--- src/rtl/retriggerable_led_fade_controller_macros.svh ---
// Assertion macros for the retriggerable LED fade controller
`ifndef RETRIGGERABLE_LED_FADE_CONTROLLER_MACROS_SVH
`define RETRIGGERABLE_LED_FADE_CONTROLLER_MACROS_SVH
`ifndef SYNTHESIS
`define LFC_ASSERT_SAME(label, ante, cons) \
  label: assert property (@(posedge clk) disable iff (!rst_n) (ante) |-> (cons)) \
    else $error("lfc same-cycle check failed");
`define LFC_ASSERT_NEXT(label, ante, cons) \
  label: assert property (@(posedge clk) disable iff (!rst_n) (ante) |=> (cons)) \
    else $error("lfc next-cycle check failed");
`else
`define LFC_ASSERT_SAME(label, ante, cons)
`define LFC_ASSERT_NEXT(label, ante, cons)
`endif
`endif

--- src/rtl/lfc_pkg.sv ---
// Shared types, constants and ramp ROM for the LED fade controller
package lfc_pkg;

  localparam int RAMP_ENTRIES_DEF = 81;
  localparam int HOLD_MAX_DEF     = 50;
  localparam int ROM_SIZE         = 81;
  localparam int POT_W            = 10;
  localparam int ADC_FULL         = 1023;
  localparam int ADDR_W           = 4;
  localparam int DATA_W           = 32;

  localparam logic [2:0] PH_IDLE       = 3'd0;
  localparam logic [2:0] PH_PULSE_A    = 3'd1;
  localparam logic [2:0] PH_FADE_IN    = 3'd2;
  localparam logic [2:0] PH_PULSE_B    = 3'd3;
  localparam logic [2:0] PH_HOLD_CHECK = 3'd4;
  localparam logic [2:0] PH_HOLD       = 3'd5;
  localparam logic [2:0] PH_FADE_OUT   = 3'd6;

  localparam logic [1:0] REG_PULSE    = 2'd0;
  localparam logic [1:0] REG_FADE_IN  = 2'd1;
  localparam logic [1:0] REG_FADE_OUT = 2'd2;
  localparam logic [1:0] REG_HOLD     = 2'd3;

  localparam logic [7:0] PULSE_RST    = 8'd25;
  localparam logic [7:0] FADE_IN_RST  = 8'd1;
  localparam logic [7:0] FADE_OUT_RST = 8'd2;
  localparam logic [7:0] HOLD_RST     = 8'd25;
  localparam logic [7:0] LEVEL_FULL   = 8'd255;

  typedef struct packed {
    logic [7:0] pulse_ticks;
    logic [7:0] fade_in_step_ticks;
    logic [7:0] fade_out_step_ticks;
    logic [7:0] hold_period_ticks;
  } cfg_t;

  typedef struct packed {
    logic [7:0] led_level;
    logic       trigger;
    logic       active;
  } res_t;

  localparam logic [7:0] RAMP_ROM [0:ROM_SIZE-1] = '{
    8'd2,   8'd2,   8'd2,   8'd2,   8'd2,   8'd2,   8'd3,   8'd3,   8'd3,   8'd3,
    8'd4,   8'd4,   8'd4,   8'd5,   8'd5,   8'd5,   8'd6,   8'd6,   8'd7,   8'd7,
    8'd8,   8'd8,   8'd9,   8'd9,   8'd10,  8'd11,  8'd11,  8'd12,  8'd13,  8'd14,
    8'd14,  8'd15,  8'd16,  8'd17,  8'd18,  8'd20,  8'd21,  8'd22,  8'd23,  8'd25,
    8'd26,  8'd28,  8'd30,  8'd31,  8'd33,  8'd35,  8'd37,  8'd39,  8'd42,  8'd44,
    8'd47,  8'd50,  8'd53,  8'd56,  8'd59,  8'd62,  8'd66,  8'd70,  8'd74,  8'd78,
    8'd83,  8'd87,  8'd93,  8'd98,  8'd104, 8'd110, 8'd116, 8'd123, 8'd130, 8'd137,
    8'd145, 8'd153, 8'd162, 8'd172, 8'd181, 8'd192, 8'd203, 8'd214, 8'd227, 8'd240,
    8'd254
  };

  function automatic logic [7:0] ramp_at(input logic [6:0] idx);
    logic [7:0] val;
    if (idx < 7'(ROM_SIZE)) begin
      val = RAMP_ROM[idx];
    end else begin
      val = RAMP_ROM[ROM_SIZE-1];
    end
    return val;
  endfunction

endpackage

--- src/rtl/lfc_cfg.sv ---
// APB register file for the fade controller timing registers
module lfc_cfg import lfc_pkg::*; (
  input  logic              clk,
  input  logic              rst_n,
  input  logic              psel,
  input  logic              penable,
  input  logic              pwrite,
  input  logic [ADDR_W-1:0] paddr,
  input  logic [DATA_W-1:0] pwdata,
  output logic [DATA_W-1:0] prdata,
  output logic              pready,
  output cfg_t              cfg
);

  cfg_t       cfg_r;
  logic       wr_en;
  logic [1:0] reg_idx;
  logic [7:0] rd_val;

  assign pready  = 1'b1;
  assign wr_en   = psel & penable & pwrite;
  assign reg_idx = paddr[3:2];

  always_ff @(posedge clk) begin
    if (!rst_n) begin
      cfg_r.pulse_ticks         <= PULSE_RST;
      cfg_r.fade_in_step_ticks  <= FADE_IN_RST;
      cfg_r.fade_out_step_ticks <= FADE_OUT_RST;
      cfg_r.hold_period_ticks   <= HOLD_RST;
    end else if (wr_en) begin
      unique case (reg_idx)
        REG_PULSE:    cfg_r.pulse_ticks         <= pwdata[7:0];
        REG_FADE_IN:  cfg_r.fade_in_step_ticks  <= pwdata[7:0];
        REG_FADE_OUT: cfg_r.fade_out_step_ticks <= pwdata[7:0];
        REG_HOLD:     cfg_r.hold_period_ticks   <= pwdata[7:0];
        default:      cfg_r.pulse_ticks         <= cfg_r.pulse_ticks;
      endcase
    end
  end

  always_comb begin
    unique case (reg_idx)
      REG_PULSE:    rd_val = cfg_r.pulse_ticks;
      REG_FADE_IN:  rd_val = cfg_r.fade_in_step_ticks;
      REG_FADE_OUT: rd_val = cfg_r.fade_out_step_ticks;
      REG_HOLD:     rd_val = cfg_r.hold_period_ticks;
      default:      rd_val = 8'd0;
    endcase
  end

  assign prdata = {{(DATA_W-8){1'b0}}, rd_val};
  assign cfg    = cfg_r;

endmodule

--- src/rtl/lfc_hold.sv ---
// Hold count from the pot level: pot * HOLD_MAX / 1023
module lfc_hold import lfc_pkg::*; #(
  parameter int HOLD_MAX = HOLD_MAX_DEF,
  parameter int HW       = $clog2(HOLD_MAX + 1)
) (
  input  logic [POT_W-1:0] pot_level,
  output logic [HW-1:0]    hold_count
);

  localparam int PW = POT_W + HW;

  logic [PW-1:0]    prod;
  logic [HW-1:0]    quot_lo;
  logic [POT_W:0]   rem;

  assign prod    = PW'(pot_level) * PW'(HOLD_MAX);
  assign quot_lo = prod[PW-1:POT_W];
  assign rem     = {1'b0, prod[POT_W-1:0]} + (POT_W+1)'(quot_lo);
  assign hold_count = quot_lo + HW'(rem >= (POT_W+1)'(ADC_FULL));

endmodule

--- src/rtl/lfc_core.sv ---
// Fade sequencer state and per-tick next-state and result logic
module lfc_core import lfc_pkg::*; #(
  parameter int RAMP_ENTRIES = RAMP_ENTRIES_DEF,
  parameter int HOLD_MAX     = HOLD_MAX_DEF,
  parameter int HW           = $clog2(HOLD_MAX + 1)
) (
  input  logic          clk,
  input  logic          rst_n,
  input  logic          step_en,
  input  logic          button,
  input  logic [HW-1:0] hold_load,
  input  cfg_t          cfg,
  output res_t          res
);

  localparam int IW = (RAMP_ENTRIES > 1) ? $clog2(RAMP_ENTRIES) : 1;
  localparam logic [IW-1:0] IDX_LAST = IW'(RAMP_ENTRIES - 1);
  localparam logic [IW-1:0] IDX_ONE  = IW'(1);

  logic [2:0]    phase_r, phase_nxt;
  logic [7:0]    tick_r, tick_nxt;
  logic [IW-1:0] idx_r, idx_nxt;
  logic [HW-1:0] hold_r, hold_nxt;
  logic [7:0]    level_r, level_nxt;

  logic [2:0]    ph;
  logic [7:0]    tc;
  logic [HW-1:0] hl;
  logic [HW-1:0] hl_dec;
  logic [7:0]    tick_inc;
  logic [7:0]    dur;
  logic          done;
  logic [7:0]    ramp_val;

  always_comb begin
    ph = phase_r;
    tc = tick_r;
    hl = hold_r;
    if (phase_r == PH_IDLE && button) begin
      hl = hold_load;
      ph = PH_PULSE_A;
      tc = 8'd0;
    end else if (phase_r == PH_HOLD_CHECK) begin
      if (button) begin
        hl = hold_load;
        ph = PH_PULSE_B;
      end else begin
        ph = PH_HOLD;
      end
      tc = 8'd0;
    end
  end

  always_comb begin
    case (ph)
      PH_FADE_IN:  dur = cfg.fade_in_step_ticks;
      PH_FADE_OUT: dur = cfg.fade_out_step_ticks;
      PH_HOLD:     dur = cfg.hold_period_ticks;
      default:     dur = cfg.pulse_ticks;
    endcase
  end

  assign tick_inc = tc + 8'd1;
  assign done     = tick_inc >= dur;
  assign ramp_val = ramp_at(7'(idx_r));
  assign hl_dec   = (hl != '0) ? hl - HW'(1) : hl;

  always_comb begin
    phase_nxt     = ph;
    tick_nxt      = done ? 8'd0 : tick_inc;
    idx_nxt       = idx_r;
    hold_nxt      = hl;
    level_nxt     = level_r;
    res.led_level = level_r;
    res.trigger   = 1'b0;
    res.active    = 1'b1;
    unique case (ph)
      PH_PULSE_A: begin
        res.trigger = 1'b1;
        if (done) begin
          phase_nxt = PH_FADE_IN;
          idx_nxt   = '0;
        end
      end
      PH_FADE_IN: begin
        level_nxt     = ramp_val;
        res.led_level = ramp_val;
        if (done) begin
          if (idx_r == IDX_LAST) begin
            phase_nxt = PH_PULSE_B;
          end else begin
            idx_nxt = idx_r + IW'(1);
          end
        end
      end
      PH_PULSE_B: begin
        res.trigger = 1'b1;
        if (done) begin
          if (hl != '0) begin
            phase_nxt = PH_HOLD;
          end else begin
            phase_nxt = PH_FADE_OUT;
            idx_nxt   = IDX_LAST;
          end
        end
      end
      PH_HOLD: begin
        level_nxt     = LEVEL_FULL;
        res.led_level = LEVEL_FULL;
        if (done) begin
          hold_nxt = hl_dec;
          if (hl_dec == '0) begin
            phase_nxt = PH_FADE_OUT;
            idx_nxt   = IDX_LAST;
          end else begin
            phase_nxt = PH_HOLD_CHECK;
          end
        end
      end
      PH_FADE_OUT: begin
        level_nxt     = ramp_val;
        res.led_level = ramp_val;
        if (done) begin
          if (idx_r <= IDX_ONE) begin
            phase_nxt = PH_IDLE;
            level_nxt = 8'd0;
            idx_nxt   = '0;
          end else begin
            idx_nxt = idx_r - IW'(1);
          end
        end
      end
      default: begin
        phase_nxt     = PH_IDLE;
        tick_nxt      = (ph == PH_IDLE) ? tc : 8'd0;
        level_nxt     = 8'd0;
        res.led_level = 8'd0;
        res.active    = 1'b0;
      end
    endcase
  end

  always_ff @(posedge clk) begin
    if (!rst_n) begin
      phase_r <= PH_IDLE;
      tick_r  <= 8'd0;
      idx_r   <= '0;
      hold_r  <= '0;
      level_r <= 8'd0;
    end else if (step_en) begin
      phase_r <= phase_nxt;
      tick_r  <= tick_nxt;
      idx_r   <= idx_nxt;
      hold_r  <= hold_nxt;
      level_r <= level_nxt;
    end
  end

endmodule

--- src/rtl/retriggerable_led_fade_controller.sv ---
// Top level: retriggerable LED fade controller with input and result registers
// Each input transfer passes through the input register and then the result register to out_valid.
// Throughput: one tick per cycle while out_stall is low; the sequencer state updates once per tick.
// The hold count division is done before the input register.
// Reset (synchronous, active low): idle, LED dark, registers at defaults.
`include "retriggerable_led_fade_controller_macros.svh"
module retriggerable_led_fade_controller import lfc_pkg::*; #(
  parameter int RAMP_ENTRIES = RAMP_ENTRIES_DEF,
  parameter int HOLD_MAX     = HOLD_MAX_DEF
) (
  input  logic              clk,
  input  logic              rst_n,
  input  logic              in_valid,
  output logic              in_stall,
  input  logic              in_button,
  input  logic [POT_W-1:0]  in_pot_level,
  output logic              out_valid,
  input  logic              out_stall,
  output logic [7:0]        out_led_level,
  output logic              out_trigger,
  output logic              out_active,
  input  logic              psel,
  input  logic              penable,
  input  logic              pwrite,
  input  logic [ADDR_W-1:0] paddr,
  input  logic [DATA_W-1:0] pwdata,
  output logic [DATA_W-1:0] prdata,
  output logic              pready
);

  localparam int HW = $clog2(HOLD_MAX + 1);

  cfg_t          cfg;
  res_t          res;
  res_t          out_r;
  logic          out_valid_r;
  logic          s1_valid_r;
  logic          s1_button_r;
  logic [HW-1:0] s1_hold_r;
  logic [HW-1:0] hold_count;
  logic          out_free;
  logic          in_take;
  logic          step_en;

  assign out_free = !out_valid_r || !out_stall;
  assign step_en  = s1_valid_r && out_free;
  assign in_stall = s1_valid_r && !out_free;
  assign in_take  = in_valid && !in_stall;

  lfc_cfg u_cfg (
    .clk     (clk),
    .rst_n   (rst_n),
    .psel    (psel),
    .penable (penable),
    .pwrite  (pwrite),
    .paddr   (paddr),
    .pwdata  (pwdata),
    .prdata  (prdata),
    .pready  (pready),
    .cfg     (cfg)
  );

  lfc_hold #(
    .HOLD_MAX (HOLD_MAX),
    .HW       (HW)
  ) u_hold (
    .pot_level  (in_pot_level),
    .hold_count (hold_count)
  );

  always_ff @(posedge clk) begin
    if (!rst_n) begin
      s1_valid_r <= 1'b0;
    end else if (in_take) begin
      s1_valid_r <= 1'b1;
    end else if (step_en) begin
      s1_valid_r <= 1'b0;
    end
  end

  always_ff @(posedge clk) begin
    if (in_take) begin
      s1_button_r <= in_button;
      s1_hold_r   <= hold_count;
    end
  end

  lfc_core #(
    .RAMP_ENTRIES (RAMP_ENTRIES),
    .HOLD_MAX     (HOLD_MAX),
    .HW           (HW)
  ) u_core (
    .clk       (clk),
    .rst_n     (rst_n),
    .step_en   (step_en),
    .button    (s1_button_r),
    .hold_load (s1_hold_r),
    .cfg       (cfg),
    .res       (res)
  );

  always_ff @(posedge clk) begin
    if (!rst_n) begin
      out_valid_r <= 1'b0;
    end else if (out_free) begin
      out_valid_r <= s1_valid_r;
    end
  end

  always_ff @(posedge clk) begin
    if (step_en) begin
      out_r <= res;
    end
  end

  assign out_valid     = out_valid_r;
  assign out_led_level = out_r.led_level;
  assign out_trigger   = out_r.trigger;
  assign out_active    = out_r.active;

  `LFC_ASSERT_SAME(a_trig_active, out_valid && out_trigger, out_active)
  `LFC_ASSERT_SAME(a_idle_dark, out_valid && !out_active, out_led_level == 8'd0)
  `LFC_ASSERT_NEXT(a_step_result, step_en, out_valid_r)

endmodule

--- config.mk ---
export PLATFORM = sky130hd
export DESIGN_NAME = retriggerable_led_fade_controller
export DESIGN_NICKNAME = d
export VERILOG_FILES = /design/src/rtl/lfc_pkg.sv /design/src/rtl/lfc_cfg.sv /design/src/rtl/lfc_hold.sv /design/src/rtl/lfc_core.sv /design/src/rtl/retriggerable_led_fade_controller.sv
export VERILOG_INCLUDE_DIRS = /design/src /design/src/rtl
export SDC_FILE = /design/constraint.sdc
export NUM_CORES = 1
export LEC_CHECK = 0
export BUFFER_PORTS_ARGS = -buffer_cell sky130_fd_sc_hd__buf_2
export CAP_MARGIN = 0
export CORE_UTILIZATION = 60
export CTS_CLUSTER_SIZE = 20
export DETAILED_ROUTE_END_ITERATION = 8
export HOLD_SLACK_MARGIN = 0.12
export MAX_ROUTING_LAYER = met4
export PLACE_DENSITY = 0.83
export SLEW_MARGIN = 10
export SYNTH_ARGS = -nofsm -noshare
export SYNTH_HDL_FRONTEND = slang
export SYNTH_SLANG_ARGS = --single-unit
--- constraint.sdc ---
create_clock -name clk -period 19.6 [get_ports clk]
set_input_delay 3.92 -clock clk [delete_from_list [all_inputs] [get_ports clk]]
set_output_delay 3.92 -clock clk [all_outputs]
set_load 0.01 [all_outputs]
Word level (Yosys, flattened, before mapping)
Memory sizes are Yosys's and may differ from the RTL's.
Cells that the tools add are included.
- add/sub/neg operators: 6
- $mul: 1
- order comparisons: 5
- equality and inequality tests: 18
- mux-type cells: 47
- bitwise operators: 4
- reductions and logical operators: 25
- operator list (kind ; count):
    2-to-1 mux 8 bit ; 10
    case mux 8 bit (4 select lines) ; 2
    2-to-1 mux 7 bit ; 9
    case mux 8 bit (3 select lines) ; 2
    2-to-1 mux 6 bit ; 6
    case mux 7 bit (5 select lines) ; 1
    2-to-1 mux 3 bit ; 10
    multiplier 10 x 5 -> 15 bit, second input constant ; 1
    case mux 3 bit (5 select lines) ; 1
    != test 2 x 1 -> 1 bit, second input constant ; 6
    adder 10 x 6 -> 11 bit ; 1
    greater-or-equal comparator 11 x 10 -> 1 bit, second input constant ; 1
    AND reduction 10 bit ; 1
    AND reduction 2 bit ; 5
    equality test 3 bit, second input constant ; 3
    adder 8 x 1 -> 8 bit, second input constant ; 1
    greater-or-equal comparator 8 bit ; 1
    greater-or-equal comparator 8 bit, second input constant ; 1
    NOT 7 -> 8 bit ; 1
    adder 7 x 1 -> 7 bit, second input constant ; 1
    equality test 7 bit, second input constant ; 1
    less-or-equal comparator 7 x 1 -> 1 bit, second input constant ; 1
    less-than comparator 7 bit, second input constant ; 1
    subtractor 7 x 1 -> 7 bit, second input constant ; 1
    other kinds (22) ; 38
- register bits after elaboration: 83
- ROM bits: 1024
- bits of input ports: 54
- output and inout port bits: 45
- word-level logic and storage cells: 123
- memories kept: 1
- memory list (name ; words ; bits a word ; rd ports ; clocked after Yosys merged registers in ; wr ports ; RTL line ; RTL):
    (no name shown) ; 128 ; 8 ; 1 ; 0 ; 0 ; lfc_pkg.sv:59 ; val = RAMP_ROM[idx];

Longest topological paths before layout
- word-level depth: 9
- gate-level depth with buffers: 23
- mapped depth without buffers: 23

Modules after synthesis
A second synthesis with hierarchy kept.
- cell total of the unflattened synthesis: 818
- area total of the unflattened synthesis: 7123.1 µm²
- by module, submodules not included (module ; instances ; cells each ; area an instance (µm²) ; seq. area each (µm²)):
    lfc_core ; 1 ; 475 ; 3515.9 ; 640.6
    lfc_cfg ; 1 ; 160 ; 1641.6 ; 640.6
    lfc_hold ; 1 ; 158 ; 1371.3 ; 0.0
    retriggerable_led_fade_controller ; 1 ; 25 ; 594.3 ; 550.5

Least setup slack after synthesis
OpenSTA, ideal clock, no wires.
- path type: in2reg
- start point: input port in_pot_level[3]
- end point: register s1_hold_r[5], data pin
- library setup time: 0.258 ns
- arrival time: 8.645 ns
- data required time: 19.342 ns
- path slack: 10.697 ns
- stages: 23
- path buffers: 0
- path through: ha_1 -> ha_1 -> inv_1 -> fa_1 -> inv_1 -> ha_1 -> and3_1 -> a221oi_1 -> o21bai_1 -> a21oi_1 -> xnor2_1 -> ha_1 -> a21oi_1 -> nand2_1 -> xor2_1 -> xnor3_1 -> or3_1 -> o32a_1 -> nand3_1 -> ha_1 -> and2_1 -> nand4_1 -> xnor2_1
- longest elaborated chain between the ends: 4
- ends and longest elaborated chain (what ; RTL line ; RTL):
    from (decl) ; retriggerable_led_fade_controller.sv:16 ; input logic [POT_W-1:0] in_pot_level,
    multiplier 10 x 5 -> 15 bit * ; lfc_hold.sv:16 ; assign prod = PW'(pot_level) * PW'(HOLD_MAX);
    adder 10 x 6 -> 11 bit ; lfc_hold.sv:18 ; assign rem = {1'b0, prod[POT_W-1:0]} + (POT_W+1)'(quot_lo);
    greater-or-equal comparator 11 x 10 -> 1 bit ; lfc_hold.sv:19 ; assign hold_count = quot_lo + HW'(rem >= (POT_W+1)'(ADC_FULL));
    adder 6 x 1 -> 6 bit * ; lfc_hold.sv:19 ;
    named net hold_count[5] ; retriggerable_led_fade_controller.sv:40 ; logic [HW-1:0] hold_count;
    to (signal assigned) ; retriggerable_led_fade_controller.sv:84 ; s1_hold_r <= hold_count;
    to (decl) ; retriggerable_led_fade_controller.sv:39 ; logic [HW-1:0] s1_hold_r;
The timed path passes the listed nets; every way through them passes the cells marked *.
A chain may end at the register's enable or synchronous reset.

Final worst setup path
Same ends and word-level chain as after synthesis.

==> results.cfg <==
[min_path]
hold_class = reg -> reg
holdPathEnd = u_core.hold_r[0]
whs_path_depth = 2
worstHoldStart = u_core.hold_r[0]

[sta]
hold_viol_final = 0
finalSetupViolations = 0
drv_slew = 0
timing.slew.headroom_pct = 33.8
max_freq_ghz = 0.108
rsz0062_at_grt = no
min_period_ps = 9240
worst_pin_slew_ps = 992
fin_skew_ps = 9.72
tns_ps = 0
finalCritPeriodShare_pct = 47.2

[final_layout]
syn_to_final_growth_pct = 6.74
diodes = 0
nFillCells = 991
multi_input_comb_area_sq_um = 4760
drive_gt1_share_pct = 12.8
regArea_sq_um = 1830
post-route-util_pct = 65.9
nNetsFinal = 971

[route]
wl_per_cell_um = 16.9
antenna_violating_nets_post_route = 0
drt_iter0_drc = 695
num_vias = 6308
vias_per_cell = 6.33
wl_mm = 16.9
first_pass_iters = 6
drc_errors = 0

[die]
io_pins = 99
num_rows = 39
die_h_um = 110
start_util_pct = 61.8
core_area_sq_um = 11400
dieWidth_um = 110
die_area_sq_um = 12200

[clocking]
cts_hold_buf = 0
cts_setup_buffers = 0
clock_path_buffers = 2
cts_buffers = 9
cts-root-buf = clkbuf_16
cts_resized = 0
cts.htree.levels = 3
cts.reportedPaths.clkPinSlew_ps = 60
insertion_delay_ps = 350
cts_tree = built
cts.sinks = 83

[critical_path]
cp.required_ps = 19690
critPathKind = in -> reg
worstSetupStartpointType = primary input
cp_slowest_cell = a221oi_1
reg2reg_depth = 19
worstPathCellList = buf_2 > ha_1 > ha_1 > inv_1 > fa_1 > inv_1 > ha_1 > and3_1 > a221oi_1 > o21bai_1 > a21oi_1 > xnor2_1 > ha_1 > a21oi_1 > a311o_1 > a311oi_1 > o21ai_0 > o32a_1 > nand3_1 > ha_1 > and2_1 > nand4_1 > xnor2_1
cp_common_cell = ha_1
crit_fanout = 6
cp-end-kind = flip-flop
cpPeakStageDelay_ps = 590
worst-r2r-setup-slack_ps = 14670
r2r_start = u_core.phase_r[0]
worst_r2r_endpoint = u_core.tick_r[2]
crit_arrival_ps = 9340

[power_and_ir_drop]
clock_power_share_pct = 33.9
p_sw_uw = 184
seq_power_share_pct = 34.7
swShare_pct = 33.4
combPwrFrac_pct = 31.4
peakVddDrop_uv = 56.1
p_int_uw = 368
p_leak_nw = 3.22
powerDensity_nw_per_um2 = 73.4

[yosys]
synth_top_area_share_pct = 18.7
synth_ff_type = dfxtp_1
ys_async_sr_fraction_pct = 0
synth_edf_count = 17
yosysWarningCount = 0
ys_ff_latch = 83
ys_types = 86
synth.area.top_cells = dfxtp_1, ha_1, edfxtp_1
synthCells = 832
synth_common_cells = nor2_1, nand2_1, dfxtp_1
synth_area_sq_um = 7050
yosysMostFrequentCell = nor2_1
synth_area_per_cell_sq_um = 8.48
ys_seq_area_share_pct = 26.0
yosys.area.top_type = dfxtp_1

[placement]
gp_congestion = 0.913
place_hpwl_mm = 11.9
io_buffers = 47

[grt]
grt_pass1_vias = 5826
grt_util_all_layers_pct = 28.8
grt_pass1_wl_mm = 28.1
antenna_found_initial = 0
grt-ovfl-total = 0
grt_max_degree = 41

[status]
status = completed

[flow_run]
maxCapViolCount = 0
## worst max-delay path: cells and delay by family
family | cells | cell delay [ps]
AOI/OAI and AO/OA | 8 | 2230
xor gates and xnor gates | 2 | 340
adders and majority gates | 6 | 2020
buffers and inverters | 3 | 230
and+or+nand+nor | 4 | 600
## area by class of cell
cell class | count | area share, %
clock inverters | 7 | 1.31
well taps | 143 | 2.38
repair buffers | 54 | 3.82
inverters | 39 | 1.94
flip-flops and latches | 83 | 24.3
multi-input cells | 662 | 63.2
clock buffers | 9 | 2.99
## per-layer routing
metal	part of all wire (%)	global-route usage, %	vias up
li1	-	-	3032
met1	43	37.6	2965
met2	47	45.1	265
met3	6.6	4.50	46
met4	2.7	10.7	0
met5	0	-	-
## layout by cell type (no fill, tap or decap), types with 13 or more instances in the layout
master and n:
edfxtp_1 17, a21oi_1 59, xor2_1 13, a211oi_1 13, o21ai_0 39, dfxtp_1 66
conb_1 25, nor2_1 83, nand3_1 26, nor3_1 22, nand2_1 79, ha_1 62
mux2i_1 46, buf_2 47, inv_1 38
## registers in the layout (all words and copies together) (netlist names), 3 cells and up
name            flops
u_core.level_r      8
u_core.phase_r      3
u_core.idx_r        7
u_core.tick_r       8
u_cfg.cfg          32
out_led_level       8
u_core.hold_r       6
s1_hold_r           6
## worst max path at each step
| stage | start | endpoint | slack (ps) | cells after the start |
|---|---|---|---|---|
| floorplan | in_pot_level[3] | s1_hold_r[5] | 10700 | 23 |
| global placement | in_pot_level[4] | s1_hold_r[5] | 10090 | 24 |
| detailed placement | in_pot_level[3] | s1_hold_r[5] | 10040 | 24 |
| CTS | in_pot_level[3] | s1_hold_r[5] | 10370 | 24 |
| global route | in_pot_level[4] | s1_hold_r[4] | 10000 | 24 |
| finish | in_pot_level[3] | s1_hold_r[5] | 10360 | 23 |
## cells by family after synthesis
family                   synth area share, %
flip-flops                              26.0
AND/OR/NAND/NOR                         18.3
adder cells (fa/ha/maj)                 12.8
multiplexers                            11.2
XOR/XNOR                                3.42
buffers and inverters                   7.84
AO/OA/AOI/OAI                           20.3
other                                  0.106
## power by group through the flow
| stage | clock network [mW] | registers [mW] | logic [mW] |
|---|---|---|---|
| 2_1_floorplan | 0 | 0.194 | 0.139 |
| 3_3_place_gp | 0 | 0.195 | 0.166 |
| 3_5_place_dp | 0 | 0.195 | 0.171 |
| 4_1_cts | 0.189 | 0.192 | 0.173 |
| 5_1_grt | 0.197 | 0.193 | 0.193 |
| 6_report | 0.187 | 0.192 | 0.174 |
## through the flow
| stage | power [mW] | cell area (sq um) | hold slack, ps | setup WS, ps | std cells |
|---|---|---|---|---|---|
| 2_1_floorplan | 0.333 | 7140 | 444 | 10700 | 855 |
| 3_5_place_dp | 0.366 | 7200 | 472 | 10040 | 981 |
| 3_3_place_gp | 0.361 | 7200 | 454 | 10090 | 981 |
| 6_report | 0.552 | 7530 | 486 | 10360 | 997 |
| 4_1_cts | 0.553 | 7530 | 493 | 10370 | 997 |
| 5_1_grt | 0.583 | 7530 | 510 | 10000 | 997 |
No activity file was read; power rests on OpenSTA's default activity.
